`src/hw/rtl/pic_pkg.sv`:
```
`timescale 1ns / 1ps
package pic_pkg;

  localparam int POSITION_BITS = 16;
  localparam int SEQ_LEN_BITS  = 16;
  localparam int LEN_BITS      = (POSITION_BITS > SEQ_LEN_BITS) ? POSITION_BITS : SEQ_LEN_BITS;
  localparam int CFG_IDX_BITS  = 1;

  localparam logic [CFG_IDX_BITS-1:0] CFG_SEQ_LEN = 1'd0;
  localparam logic [CFG_IDX_BITS-1:0] CFG_I2C_EN  = 1'd1;

  localparam logic [3:0] OP_BEGIN   = 4'd0;
  localparam logic [3:0] OP_END     = 4'd1;
  localparam logic [3:0] OP_CMD     = 4'd2;
  localparam logic [3:0] OP_C8D8    = 4'd3;
  localparam logic [3:0] OP_C8D16   = 4'd4;
  localparam logic [3:0] OP_BYTES   = 4'd5;
  localparam logic [3:0] OP_DELAY   = 4'd6;
  localparam logic [3:0] OP_I2C_REG = 4'd7;
  localparam logic [3:0] OP_I2C_SEQ = 4'd8;
  localparam logic [3:0] OP_REPEAT  = 4'd9;

  localparam logic [3:0] NO_OP = 4'd0;

  localparam logic [3:0] ACT_NONE     = 4'd0;
  localparam logic [3:0] ACT_BEGIN    = 4'd1;
  localparam logic [3:0] ACT_END      = 4'd2;
  localparam logic [3:0] ACT_CMD      = 4'd3;
  localparam logic [3:0] ACT_DATA     = 4'd4;
  localparam logic [3:0] ACT_DELAY    = 4'd5;
  localparam logic [3:0] ACT_I2C_REG  = 4'd6;
  localparam logic [3:0] ACT_SEQ_HEAD = 4'd7;
  localparam logic [3:0] ACT_SEQ_DATA = 4'd8;
  localparam logic [3:0] ACT_REPEAT   = 4'd9;

  localparam logic [1:0] ST_BUSY  = 2'd0;
  localparam logic [1:0] ST_DONE  = 2'd1;
  localparam logic [1:0] ST_ERROR = 2'd2;

  typedef struct packed {
    logic [POSITION_BITS-1:0] pos;
    logic [3:0]               cur_op;
    logic [7:0]               op_idx;
    logic [7:0]               data_rem;
    logic [7:0]               held_reg;
    logic [7:0]               held_cnt;
    logic                     failed;
  } pic_state_t;

  typedef struct packed {
    logic [3:0] action;
    logic [7:0] first_byte;
    logic [7:0] second_byte;
    logic [7:0] repeat_count;
    logic [1:0] status;
  } pic_result_t;

endpackage

```
`src/hw/rtl/pic_decode.sv`:
```
`timescale 1ns / 1ps
module pic_decode
  import pic_pkg::*;
(
  input  pic_state_t              st,
  input  logic [7:0]              op_byte,
  input  logic [SEQ_LEN_BITS-1:0] seq_len,
  input  logic                    i2c_en,
  output pic_state_t              st_nxt,
  output pic_result_t             res,
  output logic                    emit
);

  logic [LEN_BITS-1:0]      len_ext;
  logic [LEN_BITS-1:0]      pos_max_ext;
  logic [POSITION_BITS-1:0] len_p;
  logic [POSITION_BITS-1:0] rem;
  logic [LEN_BITS-1:0]      rem_ext;
  logic [LEN_BITS-1:0]      b_ext;
  logic [3:0]               op;
  logic                     drop;
  logic                     err;
  logic                     fin;
  logic                     have;

  always_comb begin
    len_ext     = LEN_BITS'(seq_len);
    pos_max_ext = LEN_BITS'({POSITION_BITS{1'b1}});
    len_p       = (len_ext > pos_max_ext) ? POSITION_BITS'(pos_max_ext)
                                          : POSITION_BITS'(len_ext);
    drop    = st.failed || (st.pos >= len_p);
    rem     = len_p - st.pos - POSITION_BITS'(1);
    rem_ext = LEN_BITS'(rem);
    b_ext   = LEN_BITS'(op_byte);
    op      = st.cur_op - 4'd1;
    st_nxt  = st;
    res     = '{ACT_NONE, 8'd0, 8'd0, 8'd1, ST_BUSY};
    err     = 1'b0;
    fin     = 1'b0;
    have    = 1'b0;
    emit    = 1'b0;
    if (!drop) begin
      if (st.cur_op == NO_OP) begin
        if (op_byte[7:4] != 4'd0) begin
          err = 1'b1;
        end else begin
          case (op_byte[3:0])
            OP_BEGIN: begin
              res.action = ACT_BEGIN;
              have = 1'b1;
            end
            OP_END: begin
              res.action = ACT_END;
              have = 1'b1;
            end
            OP_CMD, OP_DELAY, OP_BYTES: err = (rem_ext < LEN_BITS'(1));
            OP_C8D8: err = (rem_ext < LEN_BITS'(2));
            OP_C8D16: err = (rem_ext < LEN_BITS'(3));
            OP_I2C_REG, OP_I2C_SEQ: err = (rem_ext < LEN_BITS'(2)) || !i2c_en;
            OP_REPEAT: err = (rem_ext < LEN_BITS'(4)) || !i2c_en;
            default: err = 1'b1;
          endcase
        end
        if (!err && op_byte[7:4] == 4'd0 && op_byte[3:0] >= OP_CMD) begin
          st_nxt.cur_op   = op_byte[3:0] + 4'd1;
          st_nxt.op_idx   = 8'd0;
          st_nxt.data_rem = 8'd0;
        end
      end else begin
        if (st.op_idx != 8'hFF) begin
          st_nxt.op_idx = st.op_idx + 8'd1;
        end
        case (op)
          OP_CMD: begin
            res.action = ACT_CMD;
            res.first_byte = op_byte;
            have = 1'b1;
            fin = 1'b1;
          end
          OP_C8D8: begin
            res.action = (st.op_idx == 8'd0) ? ACT_CMD : ACT_DATA;
            res.first_byte = op_byte;
            have = 1'b1;
            fin = (st.op_idx != 8'd0);
          end
          OP_C8D16: begin
            res.action = (st.op_idx == 8'd0) ? ACT_CMD : ACT_DATA;
            res.first_byte = op_byte;
            have = 1'b1;
            fin = (st.op_idx >= 8'd2);
          end
          OP_BYTES: begin
            if (st.op_idx == 8'd0) begin
              if (b_ext > rem_ext) begin
                err = 1'b1;
              end else if (op_byte == 8'd0) begin
                fin = 1'b1;
              end else begin
                st_nxt.data_rem = op_byte;
              end
            end else begin
              res.action = ACT_DATA;
              res.first_byte = op_byte;
              have = 1'b1;
              st_nxt.data_rem = st.data_rem - 8'd1;
              fin = (st.data_rem == 8'd1);
            end
          end
          OP_DELAY: begin
            res.action = ACT_DELAY;
            res.first_byte = op_byte;
            have = 1'b1;
            fin = 1'b1;
          end
          OP_I2C_REG: begin
            if (st.op_idx == 8'd0) begin
              st_nxt.held_reg = op_byte;
            end else begin
              res.action = ACT_I2C_REG;
              res.first_byte = st.held_reg;
              res.second_byte = op_byte;
              have = 1'b1;
              fin = 1'b1;
            end
          end
          OP_I2C_SEQ: begin
            if (st.op_idx == 8'd0) begin
              st_nxt.held_reg = op_byte;
            end else if (st.op_idx == 8'd1) begin
              if (b_ext > rem_ext) begin
                err = 1'b1;
              end else begin
                res.action = ACT_SEQ_HEAD;
                res.first_byte = st.held_reg;
                res.second_byte = op_byte;
                have = 1'b1;
                st_nxt.data_rem = op_byte;
                fin = (op_byte == 8'd0);
              end
            end else begin
              res.action = ACT_SEQ_DATA;
              res.first_byte = op_byte;
              have = 1'b1;
              st_nxt.data_rem = st.data_rem - 8'd1;
              fin = (st.data_rem == 8'd1);
            end
          end
          OP_REPEAT: begin
            if (st.op_idx == 8'd0) begin
              st_nxt.held_cnt = op_byte;
            end else if (st.op_idx == 8'd1) begin
              err = (op_byte != {4'd0, OP_I2C_REG});
            end else if (st.op_idx == 8'd2) begin
              st_nxt.held_reg = op_byte;
            end else begin
              res.action = ACT_REPEAT;
              res.first_byte = st.held_reg;
              res.second_byte = op_byte;
              res.repeat_count = st.held_cnt;
              have = 1'b1;
              fin = 1'b1;
            end
          end
          default: err = 1'b1;
        endcase
        if (fin || err) begin
          st_nxt.cur_op = NO_OP;
        end
      end
      st_nxt.pos = st.pos + POSITION_BITS'(1);
      if (err) begin
        res = '{ACT_NONE, 8'd0, 8'd0, 8'd1, ST_ERROR};
        st_nxt.failed = 1'b1;
        st_nxt.cur_op = NO_OP;
        emit = 1'b1;
      end else if (st_nxt.pos >= len_p) begin
        if (st_nxt.cur_op != NO_OP) begin
          res.status = ST_ERROR;
          st_nxt.failed = 1'b1;
          st_nxt.cur_op = NO_OP;
        end else begin
          res.status = ST_DONE;
        end
        emit = 1'b1;
      end else begin
        emit = have;
      end
    end
  end

endmodule

```
`src/hw/rtl/panel_init_command_interpreter.sv`:
```
`timescale 1ns / 1ps
// Panel init command interpreter.
// Input channel: in_valid/in_ready with in_op_byte, one byte of the init
// sequence per transfer. Output channel: out_valid/out_ready with the bus
// action (out_action, out_first_byte, out_second_byte, out_repeat_count)
// and out_status (in progress, done, error).
// Config channel: cfg_valid/cfg_ready, always ready; index 0 sets the
// sequence length, index 1 enables the I2C opcodes. Write only while idle.
// A byte accepted into the input register is decoded, and its result, if any,
// is loaded into the output register as the byte leaves the input register.
// One byte per cycle is taken sustained while out_ready stays high: an input
// register feeds the decoder, whose state and result registers load together.
// Bytes that only start or feed an operation produce no transfer; after
// the last byte of the sequence or an error, further bytes are dropped.
// Reset clears all decoder state, sets the length to 1 and disables I2C.
// When the receiver stalls, the result holds in the output register; the
// input register still fills, then in_ready drops until out_ready returns.
module panel_init_command_interpreter
  import pic_pkg::*;
(
  input  logic                    clk,
  input  logic                    rst_n,
  input  logic                    in_valid,
  output logic                    in_ready,
  input  logic [7:0]              in_op_byte,
  output logic                    out_valid,
  input  logic                    out_ready,
  output logic [3:0]              out_action,
  output logic [7:0]              out_first_byte,
  output logic [7:0]              out_second_byte,
  output logic [7:0]              out_repeat_count,
  output logic [1:0]              out_status,
  input  logic                    cfg_valid,
  output logic                    cfg_ready,
  input  logic [CFG_IDX_BITS-1:0] cfg_index,
  input  logic [SEQ_LEN_BITS-1:0] cfg_data
);

  logic [SEQ_LEN_BITS-1:0] seq_len_r;
  logic                    i2c_en_r;
  logic                    in_valid_r;
  logic [7:0]              in_byte_r;
  pic_state_t              state_r;
  pic_state_t              state_nxt;
  pic_result_t             res_nxt;
  pic_result_t             out_r;
  logic                    out_valid_r;
  logic                    emit;
  logic                    fire;

  assign cfg_ready = 1'b1;
  assign fire      = in_valid_r && (!out_valid_r || out_ready);
  assign in_ready  = !in_valid_r || fire;

  pic_decode u_decode (
    .st      (state_r),
    .op_byte (in_byte_r),
    .seq_len (seq_len_r),
    .i2c_en  (i2c_en_r),
    .st_nxt  (state_nxt),
    .res     (res_nxt),
    .emit    (emit)
  );

  always_ff @(posedge clk) begin
    if (!rst_n) begin
      seq_len_r <= SEQ_LEN_BITS'(1);
      i2c_en_r  <= 1'b0;
    end else if (cfg_valid && cfg_ready) begin
      case (cfg_index)
        CFG_SEQ_LEN: seq_len_r <= cfg_data;
        CFG_I2C_EN:  i2c_en_r <= cfg_data[0];
        default: ;
      endcase
    end
  end

  always_ff @(posedge clk) begin
    if (!rst_n) begin
      in_valid_r  <= 1'b0;
      out_valid_r <= 1'b0;
      state_r     <= '0;
    end else begin
      if (in_valid && in_ready) begin
        in_valid_r <= 1'b1;
      end else if (fire) begin
        in_valid_r <= 1'b0;
      end
      if (fire) begin
        state_r <= state_nxt;
      end
      if (fire && emit) begin
        out_valid_r <= 1'b1;
      end else if (out_ready) begin
        out_valid_r <= 1'b0;
      end
    end
  end

  always_ff @(posedge clk) begin
    if (in_valid && in_ready) begin
      in_byte_r <= in_op_byte;
    end
    if (fire && emit) begin
      out_r <= res_nxt;
    end
  end

  assign out_valid        = out_valid_r;
  assign out_action       = out_r.action;
  assign out_first_byte   = out_r.first_byte;
  assign out_second_byte  = out_r.second_byte;
  assign out_repeat_count = out_r.repeat_count;
  assign out_status       = out_r.status;

endmodule

```
`config.mk`:
```
export PLATFORM = sky130hd
export DESIGN_NAME = panel_init_command_interpreter
export DESIGN_NICKNAME = d
export VERILOG_FILES = /design/src/hw/rtl/pic_pkg.sv /design/src/hw/rtl/pic_decode.sv /design/src/hw/rtl/panel_init_command_interpreter.sv
export SDC_FILE = /design/constraint.sdc
export NUM_CORES = 1
export LEC_CHECK = 0
export ABC_CLOCK_PERIOD_IN_PS = 17450
export BUFFER_PORTS_ARGS = -buffer_cell sky130_fd_sc_hd__buf_2
export CAP_MARGIN = 20
export CORE_UTILIZATION = 66
export DETAILED_ROUTE_END_ITERATION = 8
export PLACE_DENSITY = 0.86
export REMOVE_ABC_BUFFERS = 1
export SLEW_MARGIN = 20
export SYNTH_ARGS = -nofsm -noshare
export SYNTH_HDL_FRONTEND = slang
export SYNTH_HIERARCHICAL = 1
export SYNTH_SLANG_ARGS = --single-unit
export TNS_END_PERCENT = 10
```
`constraint.sdc`:
```
create_clock -name clk -period 17.45 [get_ports clk]
set_clock_uncertainty 0.1 [all_clocks]
set_input_delay 3.49 -clock clk [delete_from_list [all_inputs] [get_ports clk]]
set_output_delay 3.49 -clock clk [all_outputs]
set_load 0.01 [all_outputs]
```
==> impl_metrics.py <==
metrics = {
    "die": {
        "core_um2": 12200,
        "die_area_um2": 13100,
        "die_w_um": 115,
        "rows": 40,
        "start_util_pct": 68.7,
        "num_io_pins": 63,
        "dieHeight_um": 115,
    },
    "logic_synthesis": {
        "synth_cells": 1003,
        "synth-edff-count": 38,
        "syn_avg_cell_area_um2": 8.33,
        "async_reset_ff_share_pct": 0,
        "synth_area_um2": 8350,
        "yosysSeqAreaShare_pct": 30.9,
        "synthFlopType": "dfxtp_1",
        "ys_types": 81,
        "yosys_register_bits": 110,
        "yosysWarnings": 6,
    },
    "global_route": {
        "grt_remaining_overflow": 0,
        "grt_max_degree": 81,
        "grt_busiest_layer": "met2",
        "antenna_found_initial": 0,
        "grt_pass1_wl_um": 30700,
        "grt_pass1_vias": 6628,
        "met2_usage_pct": 51.5,
        "grtUsageTotal_pct": 29.4,
        "gr-usage-met1_pct": 35.1,
        "use_met3_pct": 3.76,
    },
    "route": {
        "via_count": 7297,
        "wl_per_cell_um": 15.7,
        "firstDrtPassIters": 5,
        "drc_errors": 0,
        "wirelength_um": 18900,
        "dr.first_iter.drc_count": 428,
        "via_per_inst": 6.09,
        "ant_nets": 0,
    },
    "sta": {
        "fmax_mhz": 132,
        "layout_setup_ws_ns": 9.85,
        "hold_viol_final": 0,
        "min_period_ns": 7.60,
        "post-route-period-util_pct": 43.6,
        "rsz0062_at_grt": "false",
        "drv_slew": 0,
        "setup_viol": 0,
        "worstMarginPinSlew_ns": 1.05,
        "relSlewSlack_pct": 29.8,
        "timing.setup.tns_ns": 0,
    },
    "critical_path": {
        "arrival_ns": 4.01,
        "slowest_stage": "nor2b_4",
        "crit_buf_inv": 2,
        "worst-path-stages": 4,
        "path_common_cell": "buf_2",
        "path_class": "in -> out",
        "endpoint_kind": "output pin",
        "path_max_fanout": 5,
        "path_cells": "buf_2, nor2b_4, nand2_1, buf_2",
        "r2r_cells": 21,
        "critPathMaxStageDelay_ns": 0.18,
        "crit_family": "simple AND/OR/NAND/NOR gates",
        "cp-start-kind": "input port",
        "crit_required_ns": 13.86,
    },
    "job": {
        "max_cap_violations": 0,
    },
    "final_layout": {
        "antenna_cells": 0,
        "fillers": 938,
        "final_cell_area_um2": 8870,
        "drive_gt1_share_pct": 10.8,
        "stdcell_count": 1199,
        "nets": 1122,
        "area_delta_synth_final_pct": 6.14,
    },
    "power": {
        "power_frac_clock_pct": 33.7,
        "p_leak_uw": 0.00348,
        "power.internal_uw": 425,
        "powerDensity_nw_per_um2": 69.1,
        "swShare_pct": 30.7,
        "switchingPower_uw": 188,
        "p_comb_share_pct": 20.2,
        "power_frac_seq_pct": 46.1,
        "p_total_uw": 612,
        "vdd_drop_max_mv": 0.0561,
    },
    "worst_hold_path": {
        "hold_path_class": "reg -> reg",
        "whs_path_depth": 2,
    },
    "place": {
        "dpl.hpwl_um": 13300,
        "place_area_um2": 8580,
        "place.port_buffers": 61,
        "dpl.cell_count": 1183,
        "pre_cts_ws_ns": 9.85,
        "gp_congestion": 0.934,
    },
    "clock_network": {
        "hold_buffers": 0,
        "numCtsBuffers": 9,
        "cts_buffer_depth": 2,
        "clockRootBuffer": "clkbuf_16",
        "cts_tree": "done",
        "htree_levels": 3,
        "cts_resized": 0,
        "insertion_delay_ns": 0.37,
        "clk_pin_slew_ns": 0.07,
        "postCtsSetupBuffers": 0,
        "clkSinkCount": 110,
    },
    "status": {
        "outcome": "completed",
    },
}
-- cell type report --
class,count,area [µm²],area share (%)
well taps,168,210,2.37
clock buffers,10,229,2.58
flip-flops and latches,110,2580,29.1
multi-input cells,788,5250,59.2
clock inverters,6,58.8,0.663
inverters,52,195,2.20
repair buffers,65,338,3.81
-- through the flow --
stage	hold slack, ns	utilization, %
2_1_floorplan	0.335	-
3_5_place_dp	0.354	70.5
5_1_grt	0.389	72.9
3_3_place_gp	0.349	70.5
6_report	0.367	72.9
4_1_cts	0.365	72.9
-- worst reg2reg max path, stage by stage, from the launching register on --
cell,delay (ns)
dfxtp_1,0.34
inv_1,0.14
ha_1,0.21
inv_1,0.06
fa_1,0.41
and2b_1,0.25
o21a_1,0.22
nor3_1,0.10
nand2b_1,0.17
ha_1,0.29
nand3_1,0.10
o2111ai_1,0.24
or3b_1,0.37
a32o_1,0.28
nor4_4,0.71
a21o_1,0.28
o31a_1,0.19
nand2b_1,0.19
o41a_1,0.28
nand2_1,0.09
nor2_2,0.23
buf_4,0.37
-- final timing paths --
check	from	endpoint	slack [ns]
worst max-delay path	out_ready	in_ready	9.85
worst min-delay path	seq_len_r[15]$_SDFFE_PN0P_	seq_len_r[15]$_SDFFE_PN0P_	0.37
worst max register to register	state_r[37]$_SDFFE_PN0P_	out_first_byte[1]$_DFFE_PP_	11.51
worst min register to register	seq_len_r[15]$_SDFFE_PN0P_	seq_len_r[15]$_SDFFE_PN0P_	0.37
-- cell usage after synthesis (6+ instances only) --
| master | number | area, µm² |
|---|---|---|
| mux2_2 | 15 | 169 |
| nand2_1 | 212 | 796 |
| ha_1 | 65 | 813 |
| o21a_1 | 11 | 82.6 |
| nor3_1 | 18 | 90.1 |
| dfxtp_1 | 72 | 1440 |
| a21o_1 | 11 | 82.6 |
| edfxtp_1 | 38 | 1140 |
| nor2_1 | 45 | 169 |
| clkbuf_1 | 24 | 90.1 |
| o21ai_0 | 30 | 150 |
| nor2b_1 | 6 | 37.5 |
| buf_2 | 16 | 80.1 |
| nand2b_1 | 9 | 56.3 |
| a22o_1 | 13 | 114 |
| a21oi_1 | 55 | 275 |
| o22ai_1 | 7 | 43.8 |
| xor2_1 | 8 | 70.1 |
| o211ai_1 | 11 | 82.6 |
| nor4_1 | 10 | 62.6 |
| a31oi_1 | 8 | 50.1 |
| and2_1 | 19 | 119 |
| nand3_1 | 23 | 115 |
| inv_1 | 52 | 195 |
| and3_1 | 16 | 100 |
| mux2i_1 | 58 | 581 |
| xnor2_1 | 36 | 315 |
| a21boi_1 | 9 | 67.6 |
| a211oi_1 | 11 | 82.6 |
| a21boi_0 | 10 | 75.1 |
| buf_4 | 6 | 45.0 |
-- layer usage --
layer	routed length, µm	share of wire (%)	up-vias
li1	-	-	3579
met1	7810	41	3391
met2	9090	48	267
met3	1220	6.4	60
met4	758	4.0	0
met5	0	0	-
-- power groups by stage --
| stage | clock network, µW | logic [µW] | registers, µW |
|---|---|---|---|
| floorplan | 0 | 84.8 | 288 |
| global placement | 0 | 119 | 287 |
| detailed placement | 0 | 121 | 288 |
| CTS | 209 | 122 | 282 |
| global route | 219 | 136 | 283 |
| finish | 206 | 124 | 282 |
-- cell usage in the layout (no fill, tap or decap), types with 5 or more instances in the layout --
cell type | Yosys | layout
a21oi_1 | 55 | 55
inv_1 | 52 | 52
nand2_1 | 212 | 212
xnor2_1 | 36 | 36
nand4_1 | 5 | 5
a211oi_1 | 11 | 11
mux2_2 | 15 | 15
nor2_1 | 45 | 44
and2_1 | 19 | 19
dfxtp_1 | 72 | 72
ha_1 | 65 | 65
buf_2 | 16 | 60
o21ai_0 | 30 | 30
o21a_1 | 11 | 11
a21o_1 | 11 | 11
a31oi_1 | 8 | 8
nor4_1 | 10 | 10
a21boi_0 | 10 | 10
nor3_1 | 18 | 18
and3_1 | 16 | 16
mux2i_1 | 58 | 58
xor2_1 | 8 | 8
edfxtp_1 | 38 | 38
or3_1 | 5 | 5
clkbuf_16 | 0 | 9
nand2b_1 | 9 | 9
a21boi_1 | 9 | 9
nor2b_1 | 6 | 6
buf_4 | 6 | 5
nand3_1 | 23 | 23
a22o_1 | 13 | 13
o211ai_1 | 11 | 11
o22ai_1 | 7 | 7
-- flip-flops by register name, summed over array words and instances (netlist names) --
register and flops:
in_valid_r 1, out_status 2, out_second_byte 8, out_first_byte 8, in_byte_r 8, seq_len_r 16
out_repeat_count 8, out_valid 1, i2c_en_r 1, out_action 4, state_r 53
-- cells by family after synthesis --
family / after synthesis / synth area share, %
buffers and inverters: 105 / 6.29
muxes: 73 / 8.97
and+or+nand+nor: 390 / 21.7
other: 1 / 0.0449
AOI/OAI and AO/OA: 214 / 17.4
adders and majority gates: 66 / 9.98
xor gates and xnor gates: 44 / 4.61
DFF: 110 / 30.9
No activity file was read; power rests on OpenSTA's default activity.
